## config.mk

```make
export PLATFORM = sky130hd
export DESIGN_NAME = checked_frame_field_decoder_top
export DESIGN_NICKNAME = d
export VERILOG_FILES = /design/src/rtl/core/cffd_pkg.sv /design/src/rtl/core/cffd_front.sv /design/src/rtl/core/cffd_queue.sv /design/src/rtl/core/cffd_back.sv /design/src/rtl/core/checked_frame_field_decoder_top.sv
export SDC_FILE = /design/constraint.sdc
export NUM_CORES = 1
export LEC_CHECK = 0
export ABC_AREA = 1
export CAP_MARGIN = 10
export CORE_UTILIZATION = 58
export DETAILED_ROUTE_END_ITERATION = 12
export DONT_BUFFER_PORTS = 1
export PLACE_DENSITY_LB_ADDON = 0.12
export REMOVE_ABC_BUFFERS = 1
export SYNTH_ARGS = -nofsm -noshare
export SYNTH_HDL_FRONTEND = slang
export SYNTH_SLANG_ARGS = --single-unit
```

## constraint.sdc

```tcl
create_clock -name clock -period 6.5 [get_ports clock]
set_input_delay 0 -clock clock [delete_from_list [all_inputs] [get_ports clock]]
set_output_delay 0 -clock clock [all_outputs]
set_load 0.03 [all_outputs]
```

## src/rtl/core/cffd_pkg.sv

```systemverilog
// ----------------------------------------------------------------------------
// cffd_pkg
// Shared types, constants and lookup functions of the checked frame field
// decoder: frame geometry, status codes, queue entry layout, field tables.
// ----------------------------------------------------------------------------
package cffd_pkg;

   localparam int FRAME_LENGTH = 16;
   localparam int CNT_W        = $clog2(FRAME_LENGTH + 2);
   localparam int IDX_W        = $clog2(FRAME_LENGTH);
   localparam int DECODE_BYTES = 14;
   localparam int SPAN         = (FRAME_LENGTH > DECODE_BYTES) ? FRAME_LENGTH : DECODE_BYTES;
   localparam int POS_W        = $clog2(DECODE_BYTES);
   localparam int QUEUE_DEPTH  = 2;
   localparam int PTR_W        = $clog2(QUEUE_DEPTH);
   localparam int QCNT_W       = $clog2(QUEUE_DEPTH + 1);
   localparam int EMIT_W       = 4;
   localparam int FIELD_ID_W   = 5;

   localparam int CONTROL_FIELDS = 15;
   localparam int STATUS_FIELDS  = 10;

   typedef logic [7:0] byte_type;

   localparam byte_type HDR_CONTROL_A = 8'hD2;
   localparam byte_type HDR_CONTROL_B = 8'hCC;
   localparam byte_type HDR_STATUS    = 8'hDD;
   localparam byte_type SUM_BIAS      = 8'(256 - (FRAME_LENGTH - 2));

   localparam int DIV20_MUL   = 205;
   localparam int DIV20_SHIFT = 12;

   typedef enum logic [2:0] {
      ST_CONTROL = 3'd0,
      ST_STATUS  = 3'd1,
      ST_BAD_LEN = 3'd2,
      ST_BAD_SUM = 3'd3,
      ST_BAD_HDR = 3'd4
   } frame_status_type;

   typedef struct packed {
      frame_status_type              status;
      logic                          complemented;
      byte_type [DECODE_BYTES-1:0]   data;
   } frame_entry_type;

   function automatic logic [FIELD_ID_W-1:0] status_field_id(input logic [EMIT_W-1:0] idx);
      logic [FIELD_ID_W-1:0] id;
      case (idx)
         4'd0:    id = 5'd15;
         4'd1:    id = 5'd16;
         4'd2:    id = 5'd17;
         4'd3:    id = 5'd18;
         4'd4:    id = 5'd19;
         4'd5:    id = 5'd20;
         4'd6:    id = 5'd21;
         4'd7:    id = 5'd22;
         4'd8:    id = 5'd13;
         4'd9:    id = 5'd14;
         default: id = 5'd0;
      endcase
      return id;
   endfunction

   function automatic logic [POS_W-1:0] status_field_pos(input logic [EMIT_W-1:0] idx);
      logic [POS_W-1:0] pos;
      case (idx)
         4'd0:    pos = 4'd1;
         4'd1:    pos = 4'd2;
         4'd2:    pos = 4'd3;
         4'd3:    pos = 4'd4;
         4'd4:    pos = 4'd5;
         4'd5:    pos = 4'd7;
         4'd6:    pos = 4'd10;
         4'd7:    pos = 4'd11;
         4'd8:    pos = 4'd12;
         4'd9:    pos = 4'd13;
         default: pos = 4'd0;
      endcase
      return pos;
   endfunction

endpackage

```

## src/rtl/core/cffd_front.sv

```systemverilog
// ----------------------------------------------------------------------------
// cffd_front
// Byte capture and frame check: stores bytes, keeps the running sum, and on
// the end byte checks length and checksum and emits one classified entry.
// ----------------------------------------------------------------------------
module cffd_front (
   input  logic                     clock,
   input  logic                     reset,
   input  logic                     accept,
   input  cffd_pkg::byte_type       rx_byte,
   input  logic                     frame_end,
   output logic                     entry_push,
   output cffd_pkg::frame_entry_type entry
);
   import cffd_pkg::*;

   byte_type           store_ff [FRAME_LENGTH];
   logic [CNT_W-1:0]   count_ff, count_in;
   byte_type           sum_ff, sum_in, sum_new;
   byte_type           cur [DECODE_BYTES];
   byte_type [DECODE_BYTES-1:0] raw, fixed;
   logic               len_ok, raw_ok, comp_ok, use_comp;

   for (genvar g = 0; g < DECODE_BYTES; g++) begin : g_cur
      if (g < FRAME_LENGTH) begin : g_live
         assign cur[g] = (count_ff == CNT_W'(g)) ? rx_byte : store_ff[g];
      end else begin : g_zero
         assign cur[g] = '0;
      end
   end

   always_comb begin
      for (int i = 0; i < DECODE_BYTES; i++) begin
         raw[i]   = cur[i];
         fixed[i] = ~cur[i];
      end
   end

   always_comb begin
      sum_new = sum_ff;
      if (count_ff != '0 && count_ff <= CNT_W'(FRAME_LENGTH - 2)) begin
         sum_new = sum_ff + rx_byte;
      end
      count_in = count_ff;
      sum_in   = sum_ff;
      if (accept) begin
         count_in = (count_ff <= CNT_W'(FRAME_LENGTH)) ? count_ff + 1'b1 : count_ff;
         sum_in   = sum_new;
         if (frame_end) begin
            count_in = '0;
            sum_in   = '0;
         end
      end
   end

   always_comb begin
      len_ok   = (count_ff == CNT_W'(FRAME_LENGTH - 1));
      raw_ok   = (sum_new == rx_byte);
      comp_ok  = ((SUM_BIAS - sum_new) == ~rx_byte);
      use_comp = !raw_ok && comp_ok;
      entry.complemented = 1'b0;
      entry.data         = raw;
      if (!len_ok) begin
         entry.status = ST_BAD_LEN;
         entry.data   = '0;
      end else if (!raw_ok && !comp_ok) begin
         entry.status = ST_BAD_SUM;
      end else begin
         entry.complemented = use_comp;
         if (use_comp) begin
            entry.data = fixed;
         end
         if (entry.data[0] == HDR_CONTROL_A || entry.data[0] == HDR_CONTROL_B) begin
            entry.status = ST_CONTROL;
         end else if (entry.data[0] == HDR_STATUS) begin
            entry.status = ST_STATUS;
         end else begin
            entry.status = ST_BAD_HDR;
         end
      end
      entry_push = accept && frame_end;
   end

   always_ff @(posedge clock) begin
      if (accept && count_ff < CNT_W'(FRAME_LENGTH)) begin
         store_ff[count_ff[IDX_W-1:0]] <= rx_byte;
      end
   end

   always_ff @(posedge clock) begin
      if (reset) begin
         count_ff <= '0;
         sum_ff   <= '0;
      end else begin
         count_ff <= count_in;
         sum_ff   <= sum_in;
      end
   end

endmodule

```

## src/rtl/core/cffd_queue.sv

```systemverilog
// ----------------------------------------------------------------------------
// cffd_queue
// Short queue of classified frames between the capture and emit parts.
// ----------------------------------------------------------------------------
module cffd_queue (
   input  logic                      clock,
   input  logic                      reset,
   input  logic                      push,
   input  cffd_pkg::frame_entry_type entry_wr,
   output logic                      full,
   input  logic                      pop,
   output logic                      head_valid,
   output cffd_pkg::frame_entry_type head
);
   import cffd_pkg::*;

   frame_entry_type     entry_ff [QUEUE_DEPTH];
   logic [PTR_W-1:0]    wr_ptr_ff, wr_ptr_in, rd_ptr_ff, rd_ptr_in;
   logic [QCNT_W-1:0]   cnt_ff, cnt_in;

   assign full       = (cnt_ff == QCNT_W'(QUEUE_DEPTH));
   assign head_valid = (cnt_ff != '0);
   assign head       = entry_ff[rd_ptr_ff];

   always_comb begin
      wr_ptr_in = wr_ptr_ff;
      rd_ptr_in = rd_ptr_ff;
      cnt_in    = cnt_ff;
      if (push) begin
         wr_ptr_in = (wr_ptr_ff == PTR_W'(QUEUE_DEPTH - 1)) ? '0 : wr_ptr_ff + 1'b1;
      end
      if (pop) begin
         rd_ptr_in = (rd_ptr_ff == PTR_W'(QUEUE_DEPTH - 1)) ? '0 : rd_ptr_ff + 1'b1;
      end
      if (push && !pop) begin
         cnt_in = cnt_ff + 1'b1;
      end else if (pop && !push) begin
         cnt_in = cnt_ff - 1'b1;
      end
   end

   always_ff @(posedge clock) begin
      if (push) begin
         entry_ff[wr_ptr_ff] <= entry_wr;
      end
   end

   always_ff @(posedge clock) begin
      if (reset) begin
         wr_ptr_ff <= '0;
         rd_ptr_ff <= '0;
         cnt_ff    <= '0;
      end else begin
         wr_ptr_ff <= wr_ptr_in;
         rd_ptr_ff <= rd_ptr_in;
         cnt_ff    <= cnt_in;
      end
   end

endmodule

```

## src/rtl/core/cffd_back.sv

```systemverilog
// ----------------------------------------------------------------------------
// cffd_back
// Field emitter: walks the fields of the queued frame at the head into a
// registered result stage, one per cycle while that stage is free or popped.
// ----------------------------------------------------------------------------
module cffd_back (
   input  logic                      clock,
   input  logic                      reset,
   input  logic                      head_valid,
   input  cffd_pkg::frame_entry_type head,
   output logic                      head_pop,
   output logic                      out_valid,
   input  logic                      out_pop,
   output logic [2:0]                frame_status,
   output logic                      complemented,
   output logic [7:0]                header,
   output logic [4:0]                field_id,
   output logic [7:0]                field_value,
   output logic                      last
);
   import cffd_pkg::*;

   logic [EMIT_W-1:0]     emit_ff, emit_in;
   logic                  valid_ff, valid_in;
   logic [2:0]            status_ff;
   logic                  comp_ff;
   byte_type              header_ff;
   logic [FIELD_ID_W-1:0] id_ff, id_new;
   byte_type              value_ff, value_new;
   logic                  last_ff, last_new;
   logic [EMIT_W-1:0]     n_fields;
   logic [15:0]           div_prod;
   byte_type              b7;
   logic                  load;

   assign div_prod = 16'(head.data[6]) * 16'(DIV20_MUL);
   assign b7       = head.data[7];

   always_comb begin
      case (head.status)
         ST_CONTROL: n_fields = EMIT_W'(CONTROL_FIELDS);
         ST_STATUS:  n_fields = EMIT_W'(STATUS_FIELDS);
         default:    n_fields = EMIT_W'(1);
      endcase
      last_new  = (emit_ff == n_fields - 1'b1);
      id_new    = '0;
      value_new = '0;
      case (head.status)
         ST_CONTROL: begin
            id_new = FIELD_ID_W'(emit_ff);
            case (emit_ff)
               4'd0:    value_new = head.data[2];
               4'd1:    value_new = head.data[3];
               4'd2:    value_new = head.data[4];
               4'd3:    value_new = head.data[5];
               4'd4:    value_new = 8'(div_prod >> DIV20_SHIFT);
               4'd5:    value_new = {7'd0, b7[6]};
               4'd6:    value_new = {7'd0, b7[3]};
               4'd7:    value_new = {6'd0, b7[2:1]};
               4'd8:    value_new = {7'd0, b7[5]};
               4'd9:    value_new = {7'd0, b7[7]};
               4'd10:   value_new = head.data[9];
               4'd11:   value_new = head.data[10];
               4'd12:   value_new = head.data[11];
               4'd13:   value_new = head.data[12];
               4'd14:   value_new = head.data[13];
               default: value_new = '0;
            endcase
         end
         ST_STATUS: begin
            id_new    = status_field_id(emit_ff);
            value_new = head.data[status_field_pos(emit_ff)];
         end
         default: begin
            id_new    = '0;
            value_new = '0;
         end
      endcase
   end

   always_comb begin
      load     = head_valid && (!valid_ff || out_pop);
      head_pop = load && last_new;
      valid_in = valid_ff;
      emit_in  = emit_ff;
      if (out_pop) begin
         valid_in = 1'b0;
      end
      if (load) begin
         valid_in = 1'b1;
         emit_in  = last_new ? '0 : emit_ff + 1'b1;
      end
   end

   always_ff @(posedge clock) begin
      if (load) begin
         status_ff <= head.status;
         comp_ff   <= head.complemented;
         header_ff <= head.data[0];
         id_ff     <= id_new;
         value_ff  <= value_new;
         last_ff   <= last_new;
      end
   end

   always_ff @(posedge clock) begin
      if (reset) begin
         valid_ff <= 1'b0;
         emit_ff  <= '0;
      end else begin
         valid_ff <= valid_in;
         emit_ff  <= emit_in;
      end
   end

   assign out_valid    = valid_ff;
   assign frame_status = status_ff;
   assign complemented = comp_ff;
   assign header       = header_ff;
   assign field_id     = id_ff;
   assign field_value  = value_ff;
   assign last         = last_ff;

endmodule

```

## src/rtl/core/checked_frame_field_decoder_top.sv

```systemverilog
// ----------------------------------------------------------------------------
// checked_frame_field_decoder_top
// Frame byte receiver, checker and field decoder for a heat-pump link.
//
// Input queue: req_rx_byte and req_frame_end are taken when req_push is high
// and req_full is low, one byte per cycle. req_frame_end marks the last byte.
// Result queue: while rsp_empty is low the oldest result sits on the rsp_
// ports; rsp_pop takes it. Results of one frame end with rsp_last high.
// A control frame yields 15 results, a status frame 10, any failed frame one
// error result (bad length, bad checksum or unknown header).
// Each frame passes the frame queue, then the registered result stage; its
// results follow one per cycle while rsp_pop stays high.
// Throughput: one byte per cycle on input; results leave one per cycle while
// rsp_pop is high, from a single registered emit stage. Two finished frames
// wait in a queue between capture and emit; req_full rises while both slots
// are taken. A stalled receiver holds the current result and fills the frame
// queue; byte capture continues until then.
// Reset clears byte count, running sum, queue and result stage; stored frame
// bytes are not cleared.
// ----------------------------------------------------------------------------
module checked_frame_field_decoder_top (
   input  logic       clock,
   input  logic       reset,
   input  logic       req_push,
   output logic       req_full,
   input  logic [7:0] req_rx_byte,
   input  logic       req_frame_end,
   output logic       rsp_empty,
   input  logic       rsp_pop,
   output logic [2:0] rsp_frame_status,
   output logic       rsp_complemented,
   output logic [7:0] rsp_header,
   output logic [4:0] rsp_field_id,
   output logic [7:0] rsp_field_value,
   output logic       rsp_last
);
   import cffd_pkg::*;

   logic            accept;
   logic            entry_push;
   frame_entry_type entry;
   logic            q_full;
   logic            head_valid;
   frame_entry_type head;
   logic            head_pop;
   logic            out_valid;
   logic            out_pop;

   assign accept    = req_push && !q_full;
   assign req_full  = q_full;
   assign rsp_empty = !out_valid;
   assign out_pop   = rsp_pop && out_valid;

   cffd_front u_front (
      .clock      (clock),
      .reset      (reset),
      .accept     (accept),
      .rx_byte    (req_rx_byte),
      .frame_end  (req_frame_end),
      .entry_push (entry_push),
      .entry      (entry)
   );

   cffd_queue u_queue (
      .clock      (clock),
      .reset      (reset),
      .push       (entry_push),
      .entry_wr   (entry),
      .full       (q_full),
      .pop        (head_pop),
      .head_valid (head_valid),
      .head       (head)
   );

   cffd_back u_back (
      .clock        (clock),
      .reset        (reset),
      .head_valid   (head_valid),
      .head         (head),
      .head_pop     (head_pop),
      .out_valid    (out_valid),
      .out_pop      (out_pop),
      .frame_status (rsp_frame_status),
      .complemented (rsp_complemented),
      .header       (rsp_header),
      .field_id     (rsp_field_id),
      .field_value  (rsp_field_value),
      .last         (rsp_last)
   );

endmodule

```

==> results of run 1 <==
-- sequential cells by signal (all words and copies together) (netlist names), 2 cells and up, named ones only --
register and count:
u_queue.entry_ff 232, u_front.store_ff 112, u_back.field_value 8, u_back.header 8, u_front.sum_ff 8, u_back.field_id 5, u_front.count_ff 5, u_back.emit_ff 4
u_back.frame_status 3, u_queue.cnt_ff 2
-- worst min-delay path: stages --
cell     delay, ns
ha_1          0.22
nand4_1       0.10
nand2_2       0.09
nand2_1       0.07
a21oi_1       0.07
-- cells in the mapped netlist, types with 4 or more instances --
cell	instances
nor2_1	217
nand3_1	69
edfxtp_1	370
o22ai_1	9
a221oi_1	10
dfxtp_1	32
a21oi_1	264
inv_1	139
nand2_2	11
o21ai_0	176
ha_1	67
o2111ai_1	5
fa_1	12
clkbuf_1	79
buf_6	13
or2_2	5
o211ai_1	18
buf_1	8
o221ai_1	4
xor2_1	12
inv_2	4
nand2_1	459
buf_2	4
mux2i_1	36
nand4_1	26
-- per-layer routing --
layer / routed length [um] / up-vias
li1: - / 7271
met1: 24900 / 7343
met2: 25700 / 741
met3: 5150 / 110
met4: 1640 / 0
met5: 0 / -
-- through the flow --
stage,util (%),area (sq um)
global placement,59.8,20700
detailed placement,59.8,20700
global route,64.0,22200
floorplan,-,19900
CTS,64.0,22200
finish,64.0,22200
-- power by group through the flow --
stage / logic [uW] / registers [uW] / clock network (uW)
2_1_floorplan: 2090 / 3440 / 0
5_1_grt: 3570 / 3310 / 2460
3_5_place_dp: 3110 / 3350 / 0
4_1_cts: 3170 / 3300 / 2370
6_report: 3170 / 3290 / 2360
3_3_place_gp: 3030 / 3340 / 0
-- area by class of cell --
type / instances / area, sq um
fill: 2784 / 12500
clock inverter: 26 / 262
tap: 455 / 569
multi-input combinational: 1447 / 7680
inverter: 145 / 544
sequential: 402 / 11800
timing repair buffer: 29 / 290
clock buffer: 48 / 1050
-- worst max path at each step --
stage | startpoint | to | cells after the start
4_1_cts | register | u_back.field_value[1]$_DFFE_PP_ | 24
2_1_floorplan | register | u_back.field_value[3]$_DFFE_PP_ | 22
5_1_grt | register | u_back.field_value[1]$_DFFE_PP_ | 24
3_3_place_gp | register | u_back.field_value[3]$_DFFE_PP_ | 22
3_5_place_dp | register | u_back.field_value[1]$_DFFE_PP_ | 24
6_report | register | u_back.field_value[1]$_DFFE_PP_ | 24
-- repair_timing --
| action | in CTS | in global routing |
|---|---|---|
| endpoints found under the setup margin | 0 | 0 |
| endpoints found under the hold margin | 135 | 0 |
| resized for setup | 0 | 0 |
| hold buffers | 14 | 0 |
-- cells by family (layout without fill, tap and decap cells) --
kind of cell / count (synthesis) / in the layout / share of synthesized area (%)
AO/OA/AOI/OAI: 515 / 515 / 13.6
flip-flops: 402 / 402 / 57.4
AND/OR/NAND/NOR: 803 / 803 / 16.1
XOR/XNOR: 14 / 14 / 0.599
adder cells (fa/ha/maj): 79 / 79 / 5.27
buffers and inverters: 252 / 248 / 5.18
multiplexers: 36 / 36 / 1.76
==> metrics.cfg, run 1 <==
[routing]
via_per_inst = 6.06
drt-total-wl_um = 57300
route.detailed.drc = 0
drtAntennaViolNets = 0
drtIter0Drc = 1733
drt-wirelength-per-cell_um = 22.5
first_pass_iters = 6
dr_total_vias = 15500

[layout]
finalNetCount = 2158
fin_cells = 2552
drive_gt1_share_pct = 5.48
diodes = 0
layout_commonest_cell = nand2_1
mostFrequentLayoutCells = nand2_1, edfxtp_1, a21oi_1
area_growth_pct = 8.29

[worst_setup_path]
critPathSlowestCell = dfxtp_4
critical_path.top_delay_family = adder cells
arrival_ns = 5.20
r2r_cells = 24
r2r-end = u_back.field_value[1]$_DFFE_PP_
criticalPathCategory = register to register
crit_top_cell = nand2_1
slowest_delay_ns = 0.52
start_kind = register
timing.critical_path.buf_inv = 5
endpoint_kind = register
crit_chain = inv_2, or2_2, o21ai_0, inv_1, ha_1, ha_1, inv_1, fa_1, fa_1, inv_1, ha_1, nand2_1, inv_1, nand2_1, a21boi_0, o21bai_1, a21boi_0, nand2_1, nand2_1, nand2_1, nand2_1, o21ai_0, nand2_1, nand2_1
reg2reg_slack_ns = 1.63
cp_max_fo = 21
worstPathRequired_ns = 6.83

[status]
status = complete, no violations

[synth]
synth_cell_types = 53
netlist_area_sq_um = 20500
synth_top_flop_cell = edfxtp_1
ys_async_sr_fraction_pct = 0
synth_top_area_cell = edfxtp_1
synth_area_per_cell_sq_um = 9.74
ys_top_cells_by_area = edfxtp_1, nand2_1, a21oi_1, o21ai_0, ha_1
ys_warn_count = 0
syn_inst = 2101
synth_seq_cells = 402
synth-edff-count = 370
yosysTopAreaCellShare_pct = 54.3
ys_seq_area_share_pct = 57.4

[power_and_ir_drop]
power_switching_uw = 3400
power_uw = 8820
p_seq_share_pct = 37.3
p_leak_uw = 0.00843
ir_drop_mv = 0.638
switching_share_pct = 38.5
p_clk_share_pct = 26.7
intPower_uw = 5420
pwr_density_cell_nw_per_um2 = 398
p_comb_share_pct = 36.0

[clock_network]
cts_max_level = 2
postCtsSetupBuffers = 0
clockBufferDepth = 3
path_clk_slew_ns = 0.07
cts_tree = built
ctsRootBufferMaster = clkbuf_16
clkSinkCount = 402
numCtsBuffers = 41
clkLatencyLatePin_ns = 0.58

[min_path]
whs_path_depth = 5
min_from = req_rx_byte[0]
holdCritPathClass = input port to register
worstHoldEndpoint = u_front.sum_ff[0]$_SDFFE_PP0P_

[global_routing]
gr-total-overflow = 0
grt_pass1_wl_um = 86600
grt_usage_pct = 32.5
grtUsageMet3_pct = 4.74
grt_max_degree = 117
antenna_found_initial = 1
gr-usage-met2_pct = 49.0
grt-busiest-layer = met2
grt_pass1_vias = 14300
use_met1_pct = 48.0

[sta]
relSlewSlack_pct = 26.1
fin_worst_skew_ns = 0.0240
fmax_mhz = 205
period_share_pct = 74.9
setup_viol = 0
layout_setup_ws_ns = 1.63
grt_setup_unrepaired = no
tns_ns = 0
slew_viol_final = 0
timing.final.hold_violations = 0
worst_pin_slew_ns = 1.10
min_period_ns = 4.87
worst_hold_slack_ns = 0.0413

[die]
die_h_um = 190
fp.coreArea_sq_um = 34600
fp.dieW_um = 190
start_util_pct = 59.1
io-pin-count = 41
rows = 68
die_area_sq_um = 36000

[placement]
gp_congestion = 0.955
numPortBuffers = 0
dp_hpwl_um = 36700
dp_slack_ns = 1.70
post-place-cells = 2464

[job]
maxCapViolCount = 0

(Power assumes the default switching activity.)
==> run 2: changes to the inputs <==
==> constraint.sdc (replaced) <==
create_clock -name clock -period 4.3 [get_ports clock]
set_input_delay 0 -clock clock [delete_from_list [all_inputs] [get_ports clock]]
set_output_delay 0 -clock clock [all_outputs]
set_load 0.03 [all_outputs]
==> run 2 against run 1 <==
Compared with the run above:
- sequential power grew 50%
- power is 55% higher
- utilization increased by 1.2 points
- final area is 1.8% higher
- sequential share of layout area shrank 0.94 points
- via count rose by 1.1%
- sequential cell count is the same
- clock power grew 50%
- die area unchanged
- critical path depth is 2 lower
- largest power group is now combinational cells
==> metrics.cfg, run 2 (synthesis gave the netlist of run 1 again) <==
[placement]
place_area_sq_um = 20900  ; +1.0%
dp_hpwl_um = 37800  ; +3.1%
post-place-cells = 2485  ; +0.85%
dp_slack_ns = -0.0745  ; -1.78 ns
gp_congestion = 0.958  ; +0.35%
numPortBuffers = 0  ; unchanged

[layout]
regMostFlops = u_queue.entry_ff
final_cell_area_sq_um = 22600  ; +1.8%
fin_cells = 2583  ; +1.2%
area_growth_pct = 10.2
mostFrequentLayoutCells = nand2_1, edfxtp_1, a21oi_1
fillers = 2756  ; -1.0%
finalNetCount = 2187  ; +1.3%
layout_commonest_cell = nand2_1
drive_gt1_share_pct = 7.47  ; +2.0 points
largest_register_ffs = 232  ; unchanged
diodes = 0  ; unchanged

[power_and_ir_drop]
power_uw = 13700  ; +55%
pwr_density_cell_nw_per_um2 = 608  ; +53%
intPower_uw = 8420  ; +55%
p_seq_share_pct = 36.1  ; -1.2 points
switching_share_pct = 38.7  ; +0.13 points
ir_drop_mv = 0.848  ; +33%
p_clk_share_pct = 25.8  ; -0.9 points
p_leak_uw = 0.00860  ; +2.0%
power_switching_uw = 5300  ; +56%
p_comb_share_pct = 38.1  ; +2.1 points

[sta]
relSlewSlack_pct = 24.3  ; -1.8 points
fmax_mhz = 238  ; +16%
setup_viol = 0  ; unchanged
fin_worst_skew_ns = 0.0239  ; -0.0000209 ns
layout_setup_ws_ns = 0.107  ; -1.52 ns
grt_setup_unrepaired = yes
period_share_pct = 97.5  ; +23 points
timing.final.hold_violations = 0  ; unchanged
slew_viol_final = 0  ; unchanged
min_period_ns = 4.19  ; -0.679 ns
worst_pin_slew_ns = 1.14  ; +0.0313 ns

[worst_setup_path]
cp_max_fo = 4  ; -81%
worstPathRequired_ns = 4.63  ; -2.20 ns
slowest_delay_ns = 0.49  ; -0.03 ns
crit_chain = inv_2, or2_2, o21ai_2, inv_2, ha_4, inv_1, fa_1, inv_1, fa_1, ha_1, ha_1, nand2_1, nor3_2, a21oi_1, nand2_1, nand2_1, nand2_1, or2_2, nand3_1, nand4_1, nand2_1, nand2_1
cp_num_cells = 22  ; -8.3%
crit_top_cell = nand2_1
arrival_ns = 4.52  ; -0.68 ns
criticalPathCategory = register to register
timing.critical_path.buf_inv = 4  ; -1
r2r-end = u_back.field_value[3]$_DFFE_PP_
worstSetupEndpoint = u_back.field_value[3]$_DFFE_PP_
reg2reg_slack_ns = 0.11  ; -1.52 ns
critical_path.top_delay_family = adder cells
start_kind = register
r2r_cells = 22  ; -8.3%
critPathSlowestCell = fa_1
endpoint_kind = register

[die]
die_h_um = 190  ; unchanged
start_util_pct = 59.1  ; unchanged
rows = 68  ; unchanged
io-pin-count = 41  ; unchanged
fp.dieW_um = 190  ; unchanged
die_area_sq_um = 36000  ; unchanged
fp.coreArea_sq_um = 34600  ; unchanged

[global_routing]
antenna_found_initial = 1  ; unchanged
grt_pass1_vias = 14400  ; +0.95%
grt_usage_pct = 33.2  ; +0.71 points
grt_max_degree = 116  ; -0.85%
gr-total-overflow = 0  ; unchanged
grt_pass1_wl_um = 88300  ; +2.0%

[job]
maxCapViolCount = 0  ; unchanged

[clock_network]
numCtsBuffers = 42  ; +2.4%
ctsRootBufferMaster = clkbuf_16
cts_tree = built
clkLatencyLatePin_ns = 0.57  ; about the same
clockBufferDepth = 3  ; unchanged
path_clk_slew_ns = 0.07  ; about the same
cts_max_level = 2  ; unchanged
clkSinkCount = 402  ; unchanged

[routing]
via_per_inst = 6.05  ; -0.11%
dr_total_vias = 15600  ; +1.1%
drt-total-wl_um = 59100  ; +3.0%
drt-wirelength-per-cell_um = 22.9  ; +1.8%
drtIter0Drc = 1765  ; +1.8%
route.detailed.drc = 0  ; unchanged
first_pass_iters = 6  ; unchanged
drtAntennaViolNets = 0  ; unchanged

[min_path]
holdCritPathClass = input port to register

[status]
status = complete, no violations

## run 2: cell types whose count changed in the layout (fill, tap and decap cells not counted), moves of 2 or more
cell	delta
buf_12	+5
buf_4	+20
clkbuf_1	+6
ha_1	-6
ha_4	+6
inv_6	-2
nand2_1	-8
nand2_2	+7
o21ai_0	-2
## run 2: stage by stage
step,util [%],hold slack [ns],setup TNS [ns]
4_1_cts,64.7,0.0593,0
5_1_grt,65.1,0.130,-0.200
2_1_floorplan,-,0.0691,-581.75
3_5_place_dp,60.4,0.0739,-0.108
6_report,65.1,0.0973,0
3_3_place_gp,60.4,0.0721,0
## run 2: metal layers
layer / track usage (%) / share of wire, % / up-vias
li1: - / - / 7341
met1: 47.3 / 42 / 7491
met2: 51.4 / 46 / 685
met3: 6.03 / 9.0 / 116
met4: 11.1 / 3.1 / 2
met5: 0 / 0.017 / -
## run 2: cell type report
class / count / area (sq um) / area share (%)
clock buffer: 56 / 1110 / 4.94
clock inverter: 21 / 196 / 0.871
inverter: 145 / 544 / 2.41
multi-input combinational: 1448 / 7810 / 34.6
sequential: 402 / 11800 / 52.1
tap: 455 / 569 / 2.52
timing repair buffer: 56 / 564 / 2.50
## run 2: repair_timing
item	CTS	global route
pin swaps	1	9
setup buffers	3	2
hold buffers	15	0
endpoints found under the setup margin	3	97
gates resized for setup	3	27
cloned	0	1
endpoints found under the hold margin	137	0
## run 2: power by group through the flow
stage / Combinational, uW / Sequential, uW / Clock [uW]
5_1_grt: 5830 / 4980 / 3720
4_1_cts: 4970 / 4950 / 3570
3_5_place_dp: 4860 / 5040 / 0
3_3_place_gp: 4750 / 5030 / 0
6_report: 5220 / 4950 / 3540
2_1_floorplan: 3160 / 5200 / 0
## run 2: worst min path at each step
stage                                         end  depth (start not counted)            from
6_report       u_queue.entry_ff[1][114]$_DFFE_PP_                          5  req_rx_byte[2]
5_1_grt        u_queue.entry_ff[1][114]$_DFFE_PP_                          5  req_rx_byte[2]
3_3_place_gp       u_front.sum_ff[2]$_SDFFE_PP0P_                          1           reset
4_1_cts        u_queue.entry_ff[1][114]$_DFFE_PP_                          5  req_rx_byte[2]
2_1_floorplan    u_front.count_ff[1]$_SDFFE_PP0P_                          1           reset
3_5_place_dp       u_front.sum_ff[2]$_SDFFE_PP0P_                          1           reset
## run 2: tightest hold or removal path, stage by stage
cell and delay, ns:
nand2_1 0.04, a21oi_1 0.06, nand4_1 0.17, a21oi_1 0.17, inv_1 0.10
==> run 3: changes to the inputs <==
--- a/config.mk
+++ b/config.mk
@@ -14,4 +14,5 @@
 export REMOVE_ABC_BUFFERS = 1
 export SYNTH_ARGS = -nofsm -noshare
 export SYNTH_HDL_FRONTEND = slang
+export SYNTH_HIERARCHICAL = 1
 export SYNTH_SLANG_ARGS = --single-unit
==> run 3 against run 2 <==
Compared with the run above:
- the run now ends with DRC left
- worst hold slack got worse by 0.055 ns
- clock-buffer cell count unchanged
- clock power increased by 5%
==> metrics.cfg, run 3 <==
[layout]
multi_input_comb_area_sq_um = 8270  ; +5.8%
mostFrequentLayoutCells = edfxtp_1, nand2_1, a21oi_1
area_growth_pct = 9.01
regMostFlops = u_queue/entry_ff
diodes = 0  ; unchanged
register_area_sq_um = 11800  ; unchanged
finalNetCount = 2109  ; -3.6%
layout_commonest_cell = edfxtp_1
largest_register_ffs = 232  ; unchanged
fillers = 2803  ; +1.7%
drive_gt1_share_pct = 13.5  ; +6.1 points
final_core_util_pct = 64.5  ; -0.65 points
fin_cells = 2514  ; -2.7%

[synth]
yosysTopAreaCellShare_pct = 52.5  ; -1.8 points
synth_cell_types = 56  ; +5.7%
yosysMostFrequentCell = edfxtp_1
synth_top_flop_cell = edfxtp_1
synth_top_area_cell = edfxtp_1
ys_warn_count = 6  ; +6
ys_async_sr_fraction_pct = 0  ; unchanged
ys_top_cells_by_area = edfxtp_1, a21oi_1, nand2_1, o21ai_0, mux2_2
syn_inst = 2032  ; -3.3%
synth-edff-count = 370  ; unchanged
synth_area_per_cell_sq_um = 10.4  ; +6.8%
ys_seq_area_share_pct = 55.6  ; -1.9 points
synth_seq_cells = 402  ; unchanged
netlist_area_sq_um = 21100  ; +3.3%
synthTopCellsByCount = edfxtp_1, nand2_1, a21oi_1

[status]
status = finished, violations left
violations = DRC

[die]
fp.dieW_um = 193  ; +1.6%
start_util_pct = 59.2  ; +0.070 points
die_area_sq_um = 37200  ; +3.3%
fp.coreArea_sq_um = 35700  ; +3.2%
die_h_um = 193  ; +1.6%
rows = 69  ; +1.5%
io-pin-count = 41  ; unchanged

[worst_setup_path]
critPathSlowestCell = fa_1
arrival_ns = 4.42  ; -0.10 ns
start_kind = register
crit_chain = mux2_2, ha_1, fa_1, fa_1, inv_1, fa_1, inv_1, ha_4, a21oi_1, o21ai_1, nand2_1, nand3_1, nand2_1, nand3_1, nand2_1, nand2_1, nand2_1
critical_path.top_delay_family = adder cells
criticalPathCategory = register to register
endpoint_kind = register
slowest_delay_ns = 0.54  ; +0.05 ns
worstPathRequired_ns = 4.63  ; about the same
cp_max_fo = 6  ; +2
crit_top_cell = nand2_1
timing.critical_path.buf_inv = 2  ; -2

[sta]
min_period_ns = 4.09  ; -0.102 ns
period_share_pct = 95.1  ; -2.4 points
slew_viol_final = 0  ; unchanged
tns_ns = 0  ; unchanged
setup_viol = 0  ; unchanged
relSlewSlack_pct = 28.7  ; +4.4 points
fmax_mhz = 244  ; +2.5%
fin_worst_skew_ns = 0.0198  ; -0.00412 ns
worst_pin_slew_ns = 1.07  ; -0.0692 ns
timing.final.hold_violations = 0  ; unchanged
grt_setup_unrepaired = no

[min_path]
holdCritPathClass = input port to register

[global_routing]
grt_max_degree = 124  ; +6.9%
antenna_found_initial = 2  ; +1
gr-total-overflow = 0  ; unchanged
grt_usage_pct = 30.9  ; -2.3 points
grt_pass1_vias = 13900  ; -3.4%
grt_pass1_wl_um = 84100  ; -4.7%

[routing]
top_layer_used = met4
first_pass_iters = 10  ; +4
drt-total-wl_um = 56900  ; -3.7%
route.detailed.drc = 2  ; +2
wl_met2_um = 26000  ; -4.1%
drt-wirelength-per-cell_um = 22.6  ; -1.1%
dr_total_vias = 15300  ; -1.9%
drtAntennaViolNets = 0  ; unchanged
drtIter0Drc = 1742  ; -1.3%
route.layer.met1.wl_um = 23600  ; -4.8%
via_per_inst = 6.10  ; +0.76%
wl_met3_um = 5520  ; +4.4%

[power_and_ir_drop]
ir_drop_mv = 0.436  ; -49%
p_leak_uw = 0.00876  ; +1.9%
pwr_density_cell_nw_per_um2 = 595  ; -2.2%

[placement]
numPortBuffers = 0  ; unchanged
post-place-cells = 2416  ; -2.8%
gp_congestion = 0.969  ; +1.1%
dp_hpwl_um = 35600  ; -5.8%

[clock_network]
clkSinkCount = 402  ; unchanged
cts_max_level = 2  ; unchanged
ctsRootBufferMaster = clkbuf_16
clockBufferDepth = 3  ; unchanged
path_clk_slew_ns = 0.06  ; about the same
numCtsBuffers = 44  ; +4.8%
cts_tree = built
clkLatencyLatePin_ns = 0.59  ; +0.02 ns

[job]
maxCapViolCount = 0  ; unchanged

## run 3: changes by cell type after synthesis, sizes merged, moves of 19 or more
| cell | before | now |
|---|---|---|
| mux2i | 36 | 0 |
| mux2 | 0 | 116 |
| clkbuf | 79 | 57 |
| nand2 | 471 | 300 |
| o21ai | 180 | 199 |
## run 3: logic make-up (layout without fill, tap and decap cells)
kind of cell,after synthesis,count (layout),share of synthesized area [%]
AOI/OAI and AO/OA,497,497,12.4
DFF,402,402,55.6
buffers and inverters,256,277,5.48
adders and majority gates,78,78,5.01
and+or+nand+nor,670,670,14.1
xor gates and xnor gates,13,13,0.609
muxes,116,116,6.89
## run 3: tightest hold or removal path, stage by stage
cell and delay [ns]:
ha_1 0.16, nand2_1 0.06, nand3_1 0.10, nand2_1 0.11, nand2_1 0.07, a21oi_1 0.05
## run 3: path summary, 6_finish.rpt
path	endpoint	slack (ns)	depth (start not counted)	from
min reg2reg	u_front/sum_ff[7]$_SDFFE_PP0P_	0.50	2	u_front/sum_ff[7]$_SDFFE_PP0P_
max	u_back/field_value[3]$_DFFE_PP_	0.21	17	register
min	u_front/sum_ff[6]$_SDFFE_PP0P_	0.04	6	req_rx_byte[6]
max reg2reg	u_back/field_value[3]$_DFFE_PP_	0.21	17	register
## run 3: final cells by class
| type | instances | area share [%] |
|---|---|---|
| multi-input combinational | 1374 | 35.9 |
| tap | 461 | 2.50 |
| timing repair buffer | 41 | 1.87 |
| inverter | 155 | 2.59 |
| clock buffer | 56 | 5.06 |
| clock inverter | 25 | 1.10 |
| sequential | 402 | 51.0 |
## run 3: repair_timing
item / in CTS / in global routing
buffers inserted: 0 / 3
gates resized for setup: 0 / 9
hold endpoints to repair: 144 / 0
hold buffers: 14 / 0
setup endpoints to repair: 0 / 3
## run 3: per-layer routing
| metal | vias up | GRT usage [%] |
|---|---|---|
| li1 | 7167 | - |
| met1 | 7278 | 44.6 |
| met2 | 775 | 48.3 |
| met3 | 113 | 4.33 |
| met4 | 0 | 10.1 |
| met5 | - | 0 |
## run 3: stage by stage
step / setup WS [ns] / cell area, sq um / power (uW) / hold slack [ns]
finish: 0.209 / 23100 / 13700 / 0.0420
global route: 0.00603 / 23100 / 14500 / 0.0429
CTS: 0.0626 / 23000 / 13600 / 0.00843
detailed placement: 0.0673 / 21400 / 9830 / 0.0757
global placement: 0.0970 / 21400 / 9820 / 0.0724
floorplan: -2.78 / 20600 / 8550 / 0.0691
## run 3: power breakdown
part	switching, uW	internal (uW)	total, uW
clock	1580	2130	3710
combinational	3220	1810	5030
sequential	338	4640	4980
total	5140	8570	13700
